File: src/rtl/ccs_pkg.sv
// ----------------------------------------------------------------------------
// ccs_pkg: shared types, constants and tables for the contour cell block
// Holds the payload structs, the sign-case table and the segment case codes.
// ----------------------------------------------------------------------------
package ccs_pkg;

  localparam int unsigned ValueBitsDef = 32;
  localparam int unsigned FracBitsDef  = 16;
  localparam int unsigned VB           = 32;

  typedef struct packed {
    logic signed [VB-1:0] value_low_left;
    logic signed [VB-1:0] value_low_right;
    logic signed [VB-1:0] value_high_right;
    logic signed [VB-1:0] value_high_left;
    logic signed [VB-1:0] x_left;
    logic signed [VB-1:0] x_right;
    logic signed [VB-1:0] y_bottom;
    logic signed [VB-1:0] y_top;
  } cell_in_t;

  typedef struct packed {
    logic signed [VB-1:0] start_x;
    logic signed [VB-1:0] start_y;
    logic signed [VB-1:0] end_x;
    logic signed [VB-1:0] end_y;
    logic [1:0]           triangle_index;
    logic                 last_segment;
  } seg_out_t;

  typedef enum logic [3:0] {
    SegNone  = 4'd0,
    SegAB    = 4'd1,
    SegBC    = 4'd2,
    SegCA    = 4'd3,
    SegAxBC  = 4'd4,
    SegBxCA  = 4'd5,
    SegCxAB  = 4'd6,
    SegXabBc = 4'd7,
    SegXbcCa = 4'd8,
    SegXcaAb = 4'd9
  } seg_case_e;

  // sign codes: 0 negative, 1 zero, 2 positive
  function automatic seg_case_e seg_case_lookup(input logic [1:0] sa, input logic [1:0] sb,
                                                input logic [1:0] sc);
    logic [5:0] key;
    seg_case_e  r;
    key = {sa, sb, sc};
    case (key)
      6'b00_00_10: r = SegXbcCa;
      6'b00_01_01: r = SegBC;
      6'b00_01_10: r = SegBxCA;
      6'b00_10_00: r = SegXabBc;
      6'b00_10_01: r = SegCxAB;
      6'b00_10_10: r = SegXcaAb;
      6'b01_00_01: r = SegCA;
      6'b01_00_10: r = SegAxBC;
      6'b01_01_00: r = SegAB;
      6'b01_01_01: r = SegCA;
      6'b01_01_10: r = SegAB;
      6'b01_10_00: r = SegAxBC;
      6'b01_10_01: r = SegCA;
      6'b10_00_00: r = SegXcaAb;
      6'b10_00_01: r = SegCxAB;
      6'b10_00_10: r = SegXabBc;
      6'b10_01_00: r = SegBxCA;
      6'b10_01_01: r = SegBC;
      6'b10_10_00: r = SegXbcCa;
      default:     r = SegNone;
    endcase
    return r;
  endfunction

endpackage

File: src/rtl/ccs_serial.sv
// ----------------------------------------------------------------------------
// ccs_serial: result queue that emits one segment per cycle while not stalled
// Holds one cell of up to four segments; stalls the pipeline when full.
// ----------------------------------------------------------------------------
module ccs_serial import ccs_pkg::*; (
  input  logic     clk_i,
  input  logic     rst_ni,
  input  logic     valid_i,
  input  logic [3:0] emit_i,
  input  logic signed [VB-1:0] pts_i [4][4],
  output logic     full_o,
  output logic     valid_o,
  output seg_out_t seg_o,
  input  logic     stall_i
);

  logic [3:0]           pend_q, pend_d;
  logic signed [VB-1:0] pts_q [4][4];
  logic [1:0]           sel;
  logic [3:0]           rest;

  always_comb begin
    sel = 2'd0;
    for (int t = 3; t >= 0; t--) if (pend_q[t]) sel = 2'(t);
    rest = pend_q & ~(4'b1 << sel);
  end

  assign valid_o = pend_q != '0;
  assign full_o  = (pend_q != '0) && !((rest == '0) && !stall_i);
  assign seg_o.start_x        = pts_q[sel][0];
  assign seg_o.start_y        = pts_q[sel][1];
  assign seg_o.end_x          = pts_q[sel][2];
  assign seg_o.end_y          = pts_q[sel][3];
  assign seg_o.triangle_index = sel;
  assign seg_o.last_segment   = rest == '0;

  always_comb begin
    pend_d = pend_q;
    if (valid_o && !stall_i) pend_d = rest;
    if (valid_i && !full_o) pend_d = emit_i;
  end

  always_ff @(posedge clk_i or negedge rst_ni) begin
    if (!rst_ni) pend_q <= '0;
    else pend_q <= pend_d;
  end

  always_ff @(posedge clk_i) begin
    if (valid_i && !full_o) pts_q <= pts_i;
  end

endmodule

File: config.mk
export PLATFORM = sky130hd
export DESIGN_NAME = ccs_serial
export DESIGN_NICKNAME = d
export VERILOG_FILES = /design/src/rtl/ccs_pkg.sv /design/src/rtl/ccs_serial.sv
export SDC_FILE = /design/constraint.sdc
export NUM_CORES = 1
export LEC_CHECK = 0
export BUFFER_PORTS_ARGS = -buffer_cell sky130_fd_sc_hd__buf_2
export CAP_MARGIN = 5
export CORE_AREA = 2 2 252 254
export CTS_CLUSTER_SIZE = 12
export DETAILED_ROUTE_END_ITERATION = 7
export DIE_AREA = 0 0 254 256
export GPL_ROUTABILITY_DRIVEN = 0
export PLACE_DENSITY = 0.59
export SYNTH_ARGS = -nofsm -noshare
export SYNTH_HDL_FRONTEND = slang
export SYNTH_SLANG_ARGS = --single-unit
File: constraint.sdc
create_clock -name clk_i -period 28.4 [get_ports clk_i]
set_input_delay 2.84 -clock clk_i [delete_from_list [all_inputs] [get_ports clk_i]]
set_output_delay 2.84 -clock clk_i [all_outputs]
set_load 0.02 [all_outputs]
# == After elaboration in Yosys (flattened, before gate mapping) ==
# Cells that the tools add are included.
# word_totals
ff_bits,516
input_bits,520
word_cells,41
# classes
magnitude_cmp,1
shifts,1
muxes,9
bitwise_logic,3
reduce_logical,10
# ops
operator,count
$bmux 128 s2,1
$mux 128,2
$mux 2,4
$mux 4,2
$and 4x4->4,1
$logic_and 1x1->1,4
$logic_not 4->1,1
$not 4->4,1
$reduce_bool 4->1,1
$shl 1x2->4 const A,1
$ge 3x3->1 const B,1
$logic_not 1->1,3
$not 2->3,1
$reduce_bool 2->1,1

# == Logic depth before layout (Yosys ltp) ==
# Gate-level depths: netlist of run 1.
# logic_depth
ltp_word,14
depth_mapped,7

# == Worst setup path before layout of run 1 ==
# Ideal clock, no wire load.
# synth_timing
path_type,input to register
start,input port stall_i
end,register pend_q[0]
t_arrival_ns,15.893
t_required_ns,28.261
path_slack_ns,12.367
path_stages,4
n_path_buf,0
path_cell_list,maj3_1 o21ai_1 a22o_1 a22o_1
# synth_via
elab_chain_len,7
# synth_lines
item,line_no,source
"start, declared",ccs_serial.sv:14,input logic stall_i
$logic_not 1->1 *,"ccs_serial.sv:29, ccs_serial.sv:39",
$logic_and 1x1->1,ccs_serial.sv:29,assign full_o = (pend_q != '0) && !((rest == '0) && !stall_i);
$logic_not 1->1,ccs_serial.sv:29,
$logic_and 1x1->1,ccs_serial.sv:29,
$logic_not 1->1,ccs_serial.sv:40,if (valid_i && !full_o) pend_d = emit_i;
$logic_and 1x1->1,ccs_serial.sv:40,
$mux 4 or $reduce_bool 2->1 (tied branches),--,
"end signal, assigned",ccs_serial.sv:45,else pend_q <= pend_d;
"end, declared",ccs_serial.sv:17,"logic [3:0] pend_q, pend_d;"
# Mark *: on every way between the ends. The rest lies on a longest branch, timed or not.
# A chain may end at the register's enable or synchronous reset.

==> results of run 1 <==
==> where the power goes <==
part           internal, mW  switching [mW]  leakage [nW]  total [mW]
sequential             1.11          0.0541          4.84        1.17
clock                 0.384           0.279         0.812       0.663
combinational         0.499           0.885          5.02        1.38
total                  2.00            1.22          10.7        3.21
==> cell families (layout without fill, tap and decap cells) <==
logic type | after synthesis | count (layout)
mux | 384 | 384
buf+inv | 46 | 761
flops | 516 | 516
compound gates | 11 | 11
other cells | 0 | 16
simple gates | 9 | 9
fa+ha+maj | 2 | 2
==> registers in the layout, summed over array words and instances, names as in the netlist <==
signal,cells
pend_q,4
pts_q,512
==> per-stage QoR <==
stage | std cells | instance area (um^2) | setup WS, ps | hold slack (ps)
after global routing | 2537 | 25600 | 20130 | 729
after global placement | 2432 | 23900 | 20940 | 608
after CTS | 2529 | 25600 | 20240 | 658
after floorplan | 968 | 19900 | 12370 | 579
after detailed placement | 2432 | 23900 | 20900 | 639
final | 2545 | 25600 | 20550 | 656
==> per-layer routing <==
metal | GRT usage, % | wire length [um]
met5 | 0 | 196
met4 | 5.29 | 1460
met3 | 5.66 | 5220
met2 | 25.7 | 25000
met1 | 15.3 | 17300
==> layout make-up <==
type | count | area [um^2]
Inverter | 2 | 7.51
Tap cell | 846 | 1060
Timing Repair Buffer | 662 | 3380
Clock buffer | 73 | 1500
Multi-Input combinational cell | 406 | 4020
Clock inverter | 24 | 163
Fill cell | 5790 | 36800
Antenna cell | 16 | 40.0
Sequential cell | 516 | 15500
==> layout by cell type, fill, tap and decap left out, types with 4 or more instances in the layout <==
master     count
buf_2        652
buf_4          7
clkbuf_1      15
clkbuf_16     57
clkinv_1      11
clkinv_2       9
dfrtp_1        4
diode_2       16
edfxtp_1     512
mux2i_1      384
==> critical path: stages (launching register included) <==
cell and delay (ps):
dfrtp_1 430, nor2b_1 180, o21bai_4 540, buf_4 790
buf_4 740, buf_4 740, mux2i_1 160, mux2i_1 450
buf_2 270
==> how the worst max path moves through the flow <==
stage	start	to	slack (ps)	depth (start not counted)
floorplan	stall_i	pend_q[0]$_DFFE_PN0P_	12370	4
global placement	pend_q[3]$_DFFE_PN0P_	seg_o[30]	20940	8
detailed placement	pend_q[3]$_DFFE_PN0P_	seg_o[30]	20900	8
CTS	pend_q[3]$_DFFE_PN0P_	seg_o[30]	20240	8
global route	pend_q[3]$_DFFE_PN0P_	seg_o[30]	20130	8
finish	pend_q[3]$_DFFE_PN0P_	seg_o[30]	20550	8
==> impl_metrics.csv, run 1 <==
group,metric,value,unit
clock_network,post_cts_resize_count,0,
clock_network,clock-sinks,516,
setup_path,start_kind,"flip-flop",
yosys,compound_cell_area_share_of_the_yosys_netlist,0.402,%
pwr,ir_drop,0.0862,mV
finish,layout.nets,2163,
setup_path,worst-path-max-fanout,52,
yosys,netlist_top_cells_area,"edfxtp_1 77%, mux2i_1 19%, buf_6 0.96%",
sta,finalWorstPathRequiredPeriod,7850,ps
grt,first_pass_grt_wire_length,70.3,mm
yosys,synthTopCellsByCount,"512 x edfxtp_1, 384 x mux2i_1, 17 x buf_6",
clock_network,clock_insertion_delay_worst_skew,580,ps
yosys,synthMostInstantiatedCell,"edfxtp_1",
yosys,synth_simple_gate_area_share,0.270,%
hold_path,min_from,"pend_q[2]$_DFFE_PN0P_",
sta,timing_worst_slew_pin_value,1070,ps
yosys,synth-edff-count,512,
yosys,postSynthNetCount,1488,
yosys,dominantRegCellSynth,"edfxtp_1",
grt,all_layer_gr_usage,14.4,%
detailed_routing,post_drt_wl_per_cell,19.3,um
yosys,post_synth_num_cell_types,23,
floorplan,std_cell_rows,92,
yosys,syn-cell-area,19900,um^2
hold_path,hold-path-cell-count,1,
yosys,synthAdderAreaFrac,0.101,%
detailed_routing,drt_first_iter_violations,531,
floorplan,coreArea,62400,um^2
sta,max_freq,0.127,GHz
setup_path,critical_path.reg2reg.endpoint,"pts_q[342]$_DFFE_PP_",
floorplan,floorplan.die.height,256,um
hold_path,hold_path_sink,"pend_q[2]$_DFFE_PN0P_",
sta,clock-skew-final,18.4,ps
pwr,leakage,10.7,nW
setup_path,critical_path_required,25560,ps
clock_network,postCtsHoldBufs,0,
yosys,post_synth.cell_area_avg,20.6,um^2
clock_network,cts_inserted_buffers,55,
clock_network,tritoncts,"built",
sta,totalNegativeSetupSlack,0,ps
yosys,post_synthesis_xor_xnor_area_fraction,0,%
sta,finalSetupViolations,0,
yosys,synth_top_cell_by_area,"edfxtp_1",
yosys,synth_seq_area_share,77.7,%
pwr,cellPowerDensity,125,nW/um^2
grt,grt_pass1_vias,11700,
setup_path,setup.worst_path.class,"flip-flop to primary output",
clock_network,clkSlewWorstSetupHoldPaths,60,ps
setup_path,rr_startpoint,"pend_q[1]$_DFFE_PN0P_",
yosys,post-synth-top-area-fraction,77.2,%
hold_path,min-delay-path-class,"flip-flop to flip-flop",
finish,flow.area_growth_from_synthesis,28.8,%
clock_network,clockRootBuffer,"clkbuf_16",
yosys,ys_warn_count,0,
place,detailed_place_hpwl,35.3,mm
setup_path,timing.critical_path.to_type,"primary output",
yosys,dominant_combinational_cell_family_by_area_after_synthesis,"multiplexers",
setup_path,worst_r2r_path_depth,5,
detailed_routing,post_drt_via_cell_ratio,4.38,
clock_network,cts-htree-levels,2,
floorplan,die_area,65000,um^2
detailed_routing,drc,0,
clock_network,cts_post_setup_buffers_inserted,0,
detailed_routing,route.vias.total,11100,
yosys,synthMuxAreaShare,19.3,%
pwr,power_total,3.21,mW
finish,fraction_of_layout_cells_with_a_size_suffix_above_1,43.7,%
sta,final.period_utilization,27.7,%
place,port_buffers,652,
floorplan,design.portCount,653,
sta,rsz_0062_raised_after_global_routing,"false",
detailed_routing,routed_wl,49.1,mm
sta,report.final.hold_viol_count,0,
detailed_routing,detailedRoute.firstPassIterationCount,6,
setup_path,r2r_slack,24170,ps
clock_network,clock_tree.buffer_depth,3,
grt,grt_max_degree,188,
grt,gr-total-overflow,0,
floorplan,die_boundary_width,254,um
job,maxCapViolCount,0,
outcome,outcome,"finished, final reports clean",
sta,report.final.slew_viol_count,0,
yosys,yosys_register_bits,516,
yosys,postSynth.asyncResetShare,0.775,%
finish,finalCoreUtilization,41.1,%
floorplan,start_util,31.9,%
yosys,syn_inst,968,
grt,antenna_violations_before_repair,31,
detailed_routing,antenna_violating_nets_post_route,0,
setup_path,critPathArrivalTime,5010,ps
sta,timing.max_slew.rel_slack,28.7,%
Note: power is estimated with default switching activity, not from simulation.
==> inputs of run 2 (changes only) <==
- PLACE_DENSITY: 0.59 -> 0.61
- clock period: 28.4 -> 7.02 ns (I/O delays scaled with it)
==> impl_metrics.csv, run 2 (synthesized netlist as in run 1, its figures left out) <==
group,metric,value,unit
outcome,outcome,"finished, final reports clean",
detailed_routing,detailedRoute.firstPassIterationCount,7,
detailed_routing,routed_wl,49.6,mm
sta,final.period_utilization,60.0,%
clock_network,clock_insertion_delay_worst_skew,590,ps
detailed_routing,routed_metal_1_wire_length,17.3,mm
setup_path,setup.worst_path.class,"flip-flop to primary output",
sta,totalNegativeSetupSlack,0,ps
pwr,cellPowerDensity,505,nW/um^2
setup_path,critical_path_required,6320,ps
finish,layout.nets,2167,
place,port_buffers,652,
sta,report.final.slew_viol_count,0,
finish,most_frequent_cells_in_the_layout,"652 x buf_2, 512 x edfxtp_1, 384 x mux2i_1, 55 x clkbuf_16, 16 x clkbuf_1",
clock_network,clkSlewWorstSetupHoldPaths,70,ps
sta,report.final.hold_viol_count,0,
sta,clock-skew-final,10.4,ps
setup_path,critical-path-max-stage-delay,840,ps
sta,finalSetupViolations,0,
pwr,ir_drop,0.448,mV
pwr,power_total,13.0,mW
grt,grt_max_degree,179,
place,detailed_place_hpwl,35.7,mm
clock_network,clock-sinks,516,
floorplan,std_cell_rows,92,
detailed_routing,met2RoutedLength,25.7,mm
setup_path,critPathArrivalTime,3510,ps
grt,gr-total-overflow,0,
detailed_routing,dr.max_layer_used,"met5",
sta,finalWorstPathRequiredPeriod,4210,ps
detailed_routing,antenna_violating_nets_post_route,0,
setup_path,critical_path.cell_chain,"nor3_4 > buf_12 > buf_4 > mux2i_1 > buf_2",
clock_network,cts-htree-levels,2,
detailed_routing,wl_met3,4.91,mm
floorplan,start_util,31.9,%
clock_network,cts_inserted_buffers,55,
hold_path,min-delay-path-class,"input pin to flip-flop",
grt,grt_pass1_vias,12000,
job,maxCapViolCount,0,
grt,all_layer_gr_usage,14.5,%
detailed_routing,post_drt_wl_per_cell,19.5,um
finish,biggestRegsByFlops,"pts_q x512, pend_q x4",
detailed_routing,drt_first_iter_violations,531,
floorplan,floorplan.die.height,256,um
sta,timing.max_slew.rel_slack,25.3,%
clock_network,cts_post_setup_buffers_inserted,0,
grt,antenna_violations_before_repair,27,
sta,max_freq,0.238,GHz
floorplan,design.portCount,653,
setup_path,worst-path-max-fanout,82,
detailed_routing,drc,0,
floorplan,coreArea,62400,um^2
sta,timing_worst_slew_pin_value,1120,ps
clock_network,tritoncts,"built",
finish,largest_register_ff_count,512,
setup_path,slowest_stage,"buf_4",
finish,final_common_cell,"buf_2",
sta,rsz_0062_raised_after_global_routing,"false",
clock_network,post_cts_resize_count,0,
floorplan,die_boundary_width,254,um
clock_network,clockRootBuffer,"clkbuf_16",
finish,max_flop_register,"pts_q",
grt,first_pass_grt_wire_length,70.8,mm
finish,flow.area_growth_from_synthesis,28.8,%
clock_network,clock_tree.buffer_depth,3,
setup_path,start_kind,"flip-flop",
detailed_routing,route.vias.total,11200,
setup_path,timing.critical_path.to_type,"primary output",
pwr,leakage,10.7,nW
floorplan,die_area,65000,um^2
finish,fraction_of_layout_cells_with_a_size_suffix_above_1,43.8,%
detailed_routing,post_drt_via_cell_ratio,4.41,
## run 2: changes by cell type in the layout (fill, tap and decap cells not counted)
cell and change:
clkbuf_1 +1, buf_12 +3, clkinv_2 +1, clkbuf_8 -1, dlygate4sd3_1 +1, clkbuf_16 -2
clkinv_4 +1, inv_6 +3, bufinv_16 -1, clkinvlp_4 -1, diode_2 -3
## run 2: where the power goes
group / switching (mW) / internal [mW] / total [mW]
clock network: 1.15 / 1.47 / 2.62
registers: 0.243 / 4.50 / 4.74
logic: 3.53 / 2.06 / 5.59
total: 4.92 / 8.03 / 13.0
## run 2: critical path, delay by kind of cell (launching register included)
family,cells,cell delay [ps]
flip-flops,1,480
buffers and inverters,3,1550
multiplexers,1,360
AND/OR/NAND/NOR,1,250
## run 2: layout make-up
cell class / instances / area (um^2)
clock buffer: 71 / 1440
timing repair buffer: 666 / 3450
multi-input combinational: 406 / 4020
inverter: 2 / 7.51
sequential: 516 / 15500
clock inverter: 27 / 165
tap: 846 / 1060
fill: 5771 / 36700
antenna: 13 / 32.5
## run 2: final timing paths
check	from	to	slack, ps	cells past startpoint
worst max register to register	pend_q[1]$_DFFE_PN0P_	pts_q[222]$_DFFE_PP_	3810	4
max in group asynchronous	rst_ni	pend_q[1]$_DFFE_PN0P_	6430	2
min in group asynchronous	rst_ni	pend_q[3]$_DFFE_PN0P_	470	2
worst min register to register	pend_q[2]$_DFFE_PN0P_	pend_q[2]$_DFFE_PN0P_	630	1
worst max-delay path	pend_q[1]$_DFFE_PN0P_	seg_o[3]	2810	5
worst min-delay path	pts_i[166]	pts_q[166]$_DFFE_PP_	280	1
## run 2: through the flow
step | hold WS (ps) | worst slack, ps | utilization, % | instance area [um^2] | std cells
floorplan | 406 | 1830 | - | 19900 | 968
global placement | 510 | 3460 | 38.5 | 24000 | 2435
detailed placement | 510 | 3420 | 38.5 | 24000 | 2435
CTS | 225 | 2750 | 41.0 | 25600 | 2534
global route | 238 | 2670 | 41.1 | 25600 | 2542
finish | 282 | 2810 | 41.1 | 25600 | 2547
## run 2: what timing repair did
action,4_1_cts,5_1_grt
setup endpoints to repair,0,0
endpoints found under the hold margin,4,0
hold buffers,1,0
## run 2: metal layers
metal,global-route usage [%],up-vias
met5,0,-
met4,5.21,28
met3,5.82,117
met2,26.6,489
met1,14.7,5377
li1,-,5229
==> inputs of run 3 (changes only) <==
- clock period: 7.02 -> 3.4 ns (I/O delays scaled with it)
==> impl_metrics.csv, run 3 <==
group,metric,value,unit
outcome,outcome,"stopped before the end",
outcome,outcome.stop_stage,"clock tree synthesis (4_1_cts)",
outcome,first-error,"[ERROR RSZ-0060] Max buffer count reached.",
place,port_buffers,652,
yosys,syn_inst,968,
place,detailed_place_hpwl,36.9,mm
place,dp_cells,2455,
floorplan,start_util,31.9,%
clock_network,post_cts_resize_count,0,
yosys,syn-cell-area,19900,um^2
yosys,synth_seq_area_share,77.7,%
floorplan,design.portCount,653,
yosys,postSynth.asyncResetShare,0.775,%
yosys,post_synth.cell_area_avg,20.6,um^2
yosys,yosys_register_bits,516,
yosys,synth_top_cell_by_area,"edfxtp_1",
floorplan,die_boundary_width,254,um
yosys,synthTopCellsByCount,"512 x edfxtp_1, 384 x mux2i_1, 17 x buf_6",
clock_network,postCtsHoldBufs,511,
floorplan,std_cell_rows,92,
yosys,post-synth-top-area-fraction,77.2,%
clock_network,cts_inserted_buffers,56,
yosys,ys_warn_count,0,
clock_network,clockRootBuffer,"clkbuf_16",
clock_network,cts_post_setup_buffers_inserted,0,
yosys,synthMostInstantiatedCell,"edfxtp_1",
yosys,synth-edff-count,512,
clock_network,cts-htree-levels,2,
yosys,post_synth_num_cell_types,23,
floorplan,floorplan.die.height,256,um
yosys,dominantRegCellSynth,"edfxtp_1",
clock_network,clock_tree.buffer_depth,3,
yosys,netlist_top_cells_area,"edfxtp_1 77%, mux2i_1 19%, buf_6 0.96%",
yosys,postSynthNetCount,1488,
clock_network,clock-sinks,516,
run 3: cell counts after synthesis:
No cell type changed its count.
run 3: logic make-up after synthesis:
kind of cell / synth area share, %
AO/OA/AOI/OAI: 0.402
buffers and inverters: 2.18
flip-flops: 77.7
multiplexers: 19.3
adder cells (fa/ha/maj): 0.101
AND/OR/NAND/NOR: 0.270
run 3: through the flow:
step | cell area [um^2] | setup WS [ps]
after floorplan | 19900 | -1500
after global placement | 24300 | 849
after detailed placement | 24300 | 775
==> inputs of run 4 (changes only) <==
- CORE_AREA: 2 2 252 254 -> 2 2 255 257
- CTS_CLUSTER_SIZE: 12 -> default
- DIE_AREA: 0 0 254 256 -> 0 0 257 259
- PLACE_DENSITY: 0.61 -> default
- PLACE_DENSITY_LB_ADDON: default -> 0.15
- clock period: 3.4 -> 4.4 ns (I/O delays scaled with it)
==> impl_metrics.csv, run 4 (synthesized netlist as in run 1, its figures left out) <==
group,metric,value,unit
detailed_routing,drc,0,
floorplan,die_boundary_width,257,um
finish,biggestRegsByFlops,"pts_q x512, pend_q x4",
place,pre_cts_slack,1600,ps
sta,max_freq,0.295,GHz
detailed_routing,route.vias.total,13300,
finish,most_frequent_cells_in_the_layout,"652 x buf_2, 512 x edfxtp_1, 503 x dlygate4sd3_1, 384 x mux2i_1, 59 x clkbuf_16",
sta,timing_worst_slew_pin_value,882,ps
floorplan,std_cell_rows,93,
sta,report.final.hold_viol_count,0,
pwr,cellPowerDensity,697,nW/um^2
setup_path,critPathArrivalTime,2950,ps
setup_path,cp_common_cell,"mux2i_1",
finish,fraction_of_layout_cells_with_a_size_suffix_above_1,34.1,%
clock_network,post_cts_resize_count,0,
floorplan,die_area,66600,um^2
clock_network,cts-htree-levels,2,
grt,first_pass_grt_wire_length,86.0,mm
detailed_routing,wl_met3,4.27,mm
detailed_routing,post_drt_via_cell_ratio,4.33,
floorplan,coreArea,63900,um^2
clock_network,clock_insertion_delay_worst_skew,610,ps
pwr,leakage,12.9,nW
finish,finalCoreUtilization,48.4,%
grt,grt_max_degree,95,
finish,flow.area_growth_from_synthesis,55.4,%
setup_path,setup.worst_path.class,"flip-flop to primary output",
place,detailed_place_hpwl,40.7,mm
setup_path,slowest_stage,"dfrtp_1",
hold_path,min-delay-path-class,"input pin to flip-flop",
detailed_routing,routed_metal_1_wire_length,23.5,mm
detailed_routing,drt_first_iter_violations,543,
clock_network,clock_tree.buffer_depth,3,
setup_path,worst-path-max-fanout,88,
finish,max_flop_register,"pts_q",
sta,finalWorstPathRequiredPeriod,3390,ps
sta,setup_ws,1010,ps
grt,antenna_violations_before_repair,12,
detailed_routing,routed_wl,58.6,mm
grt,gr-total-overflow,0,
pwr,ir_drop,0.738,mV
detailed_routing,detailedRoute.firstPassIterationCount,6,
clock_network,clock-sinks,516,
sta,final.period_utilization,77.1,%
outcome,outcome,"finished, final reports clean",
finish,final_common_cell,"buf_2",
detailed_routing,antenna_violating_nets_post_route,0,
sta,clock-skew-final,20.8,ps
sta,finalSetupViolations,0,
floorplan,start_util,31.2,%
detailed_routing,met2RoutedLength,29.4,mm
clock_network,cts_inserted_buffers,58,
clock_network,clkSlewWorstSetupHoldPaths,60,ps
setup_path,start_kind,"flip-flop",
sta,totalNegativeSetupSlack,0,ps
sta,rsz_0062_raised_after_global_routing,"false",
floorplan,design.portCount,653,
sta,timing.max_slew.rel_slack,41.2,%
grt,grt_pass1_vias,14500,
clock_network,cts_post_setup_buffers_inserted,0,
finish,layout.nets,2685,
clock_network,clockRootBuffer,"clkbuf_16",
setup_path,critical_path_required,3960,ps
sta,report.final.slew_viol_count,0,
finish,largest_register_ff_count,512,
place,port_buffers,652,
setup_path,timing.critical_path.to_type,"primary output",
clock_network,postCtsHoldBufs,503,
detailed_routing,dr.max_layer_used,"met5",
grt,all_layer_gr_usage,17.0,%
floorplan,floorplan.die.height,259,um
finish,nFillCells,5583,
pwr,power_total,21.6,mW
job,maxCapViolCount,0,
setup_path,critical-path-max-stage-delay,510,ps
clock_network,tritoncts,"built",
detailed_routing,post_drt_wl_per_cell,19.1,um
setup_path,critical_path.cell_chain,"nor2b_1 > o21bai_4 > buf_12 > mux2i_1 > mux2i_1 > buf_2",
-- run 4: path summary, 6_finish.rpt --
check	slack (ps)	startpoint	endpoint	depth (start not counted)
min in group asynchronous	180	rst_ni	pend_q[1]$_DFFE_PN0P_	2
worst min register to register	670	pend_q[3]$_DFFE_PN0P_	pend_q[3]$_DFFE_PN0P_	2
max in group asynchronous	4090	rst_ni	pend_q[2]$_DFFE_PN0P_	2
worst min-delay path	50	pts_i[342]	pts_q[342]$_DFFE_PP_	1
worst max-delay path	1010	pend_q[2]$_DFFE_PN0P_	seg_o[36]	6
worst max register to register	1670	pend_q[1]$_DFFE_PN0P_	pts_q[33]$_DFFE_PP_	5
-- run 4: area by class of cell --
cell class | instances | area (um^2) | share of cell area [%]
clock buffers | 77 | 1540 | 4.99
clock inverters | 26 | 134 | 0.433
flip-flops and latches | 516 | 15500 | 50.0
multi-input cells | 406 | 4040 | 13.0
repair buffers | 1181 | 8660 | 28.0
well taps | 855 | 1070 | 3.46
inverters | 2 | 7.51 | 0.0243
diodes | 9 | 22.5 | 0.0728
-- run 4: per-stage QoR --
| step | std cells | hold slack, ps | instance area (um^2) |
|---|---|---|---|
| 4_1_cts | 3063 | 2.25 | 30900 |
| 3_5_place_dp | 2457 | 254 | 24200 |
| 5_1_grt | 3070 | 2.78 | 30900 |
| 3_3_place_gp | 2457 | 252 | 24200 |
| 2_1_floorplan | 968 | 144 | 19900 |
| 6_report | 3072 | 47.9 | 30900 |
-- run 4: power breakdown --
part           switching (mW)  internal [mW]  total [mW]
Combinational            5.97           3.73        9.70
Clock                    1.90           2.44        4.34
Sequential              0.380           7.15        7.53
Total                    8.25           13.3        21.6
-- run 4: routing by layer --
layer / up-vias / GRT usage [%]
met1: 6470 / 19.9
li1: 6278 / -
met3: 85 / 5.15
met2: 455 / 30.1
met5: - / 0
met4: 6 / 5.02
-- run 4: critical path, delay by kind of cell (launching register included) --
family	cells	cell delay, ps
buffers and inverters	2	620
and+or+nand+nor	1	120
AOI/OAI and AO/OA	1	240
muxes	2	550
DFF	1	510
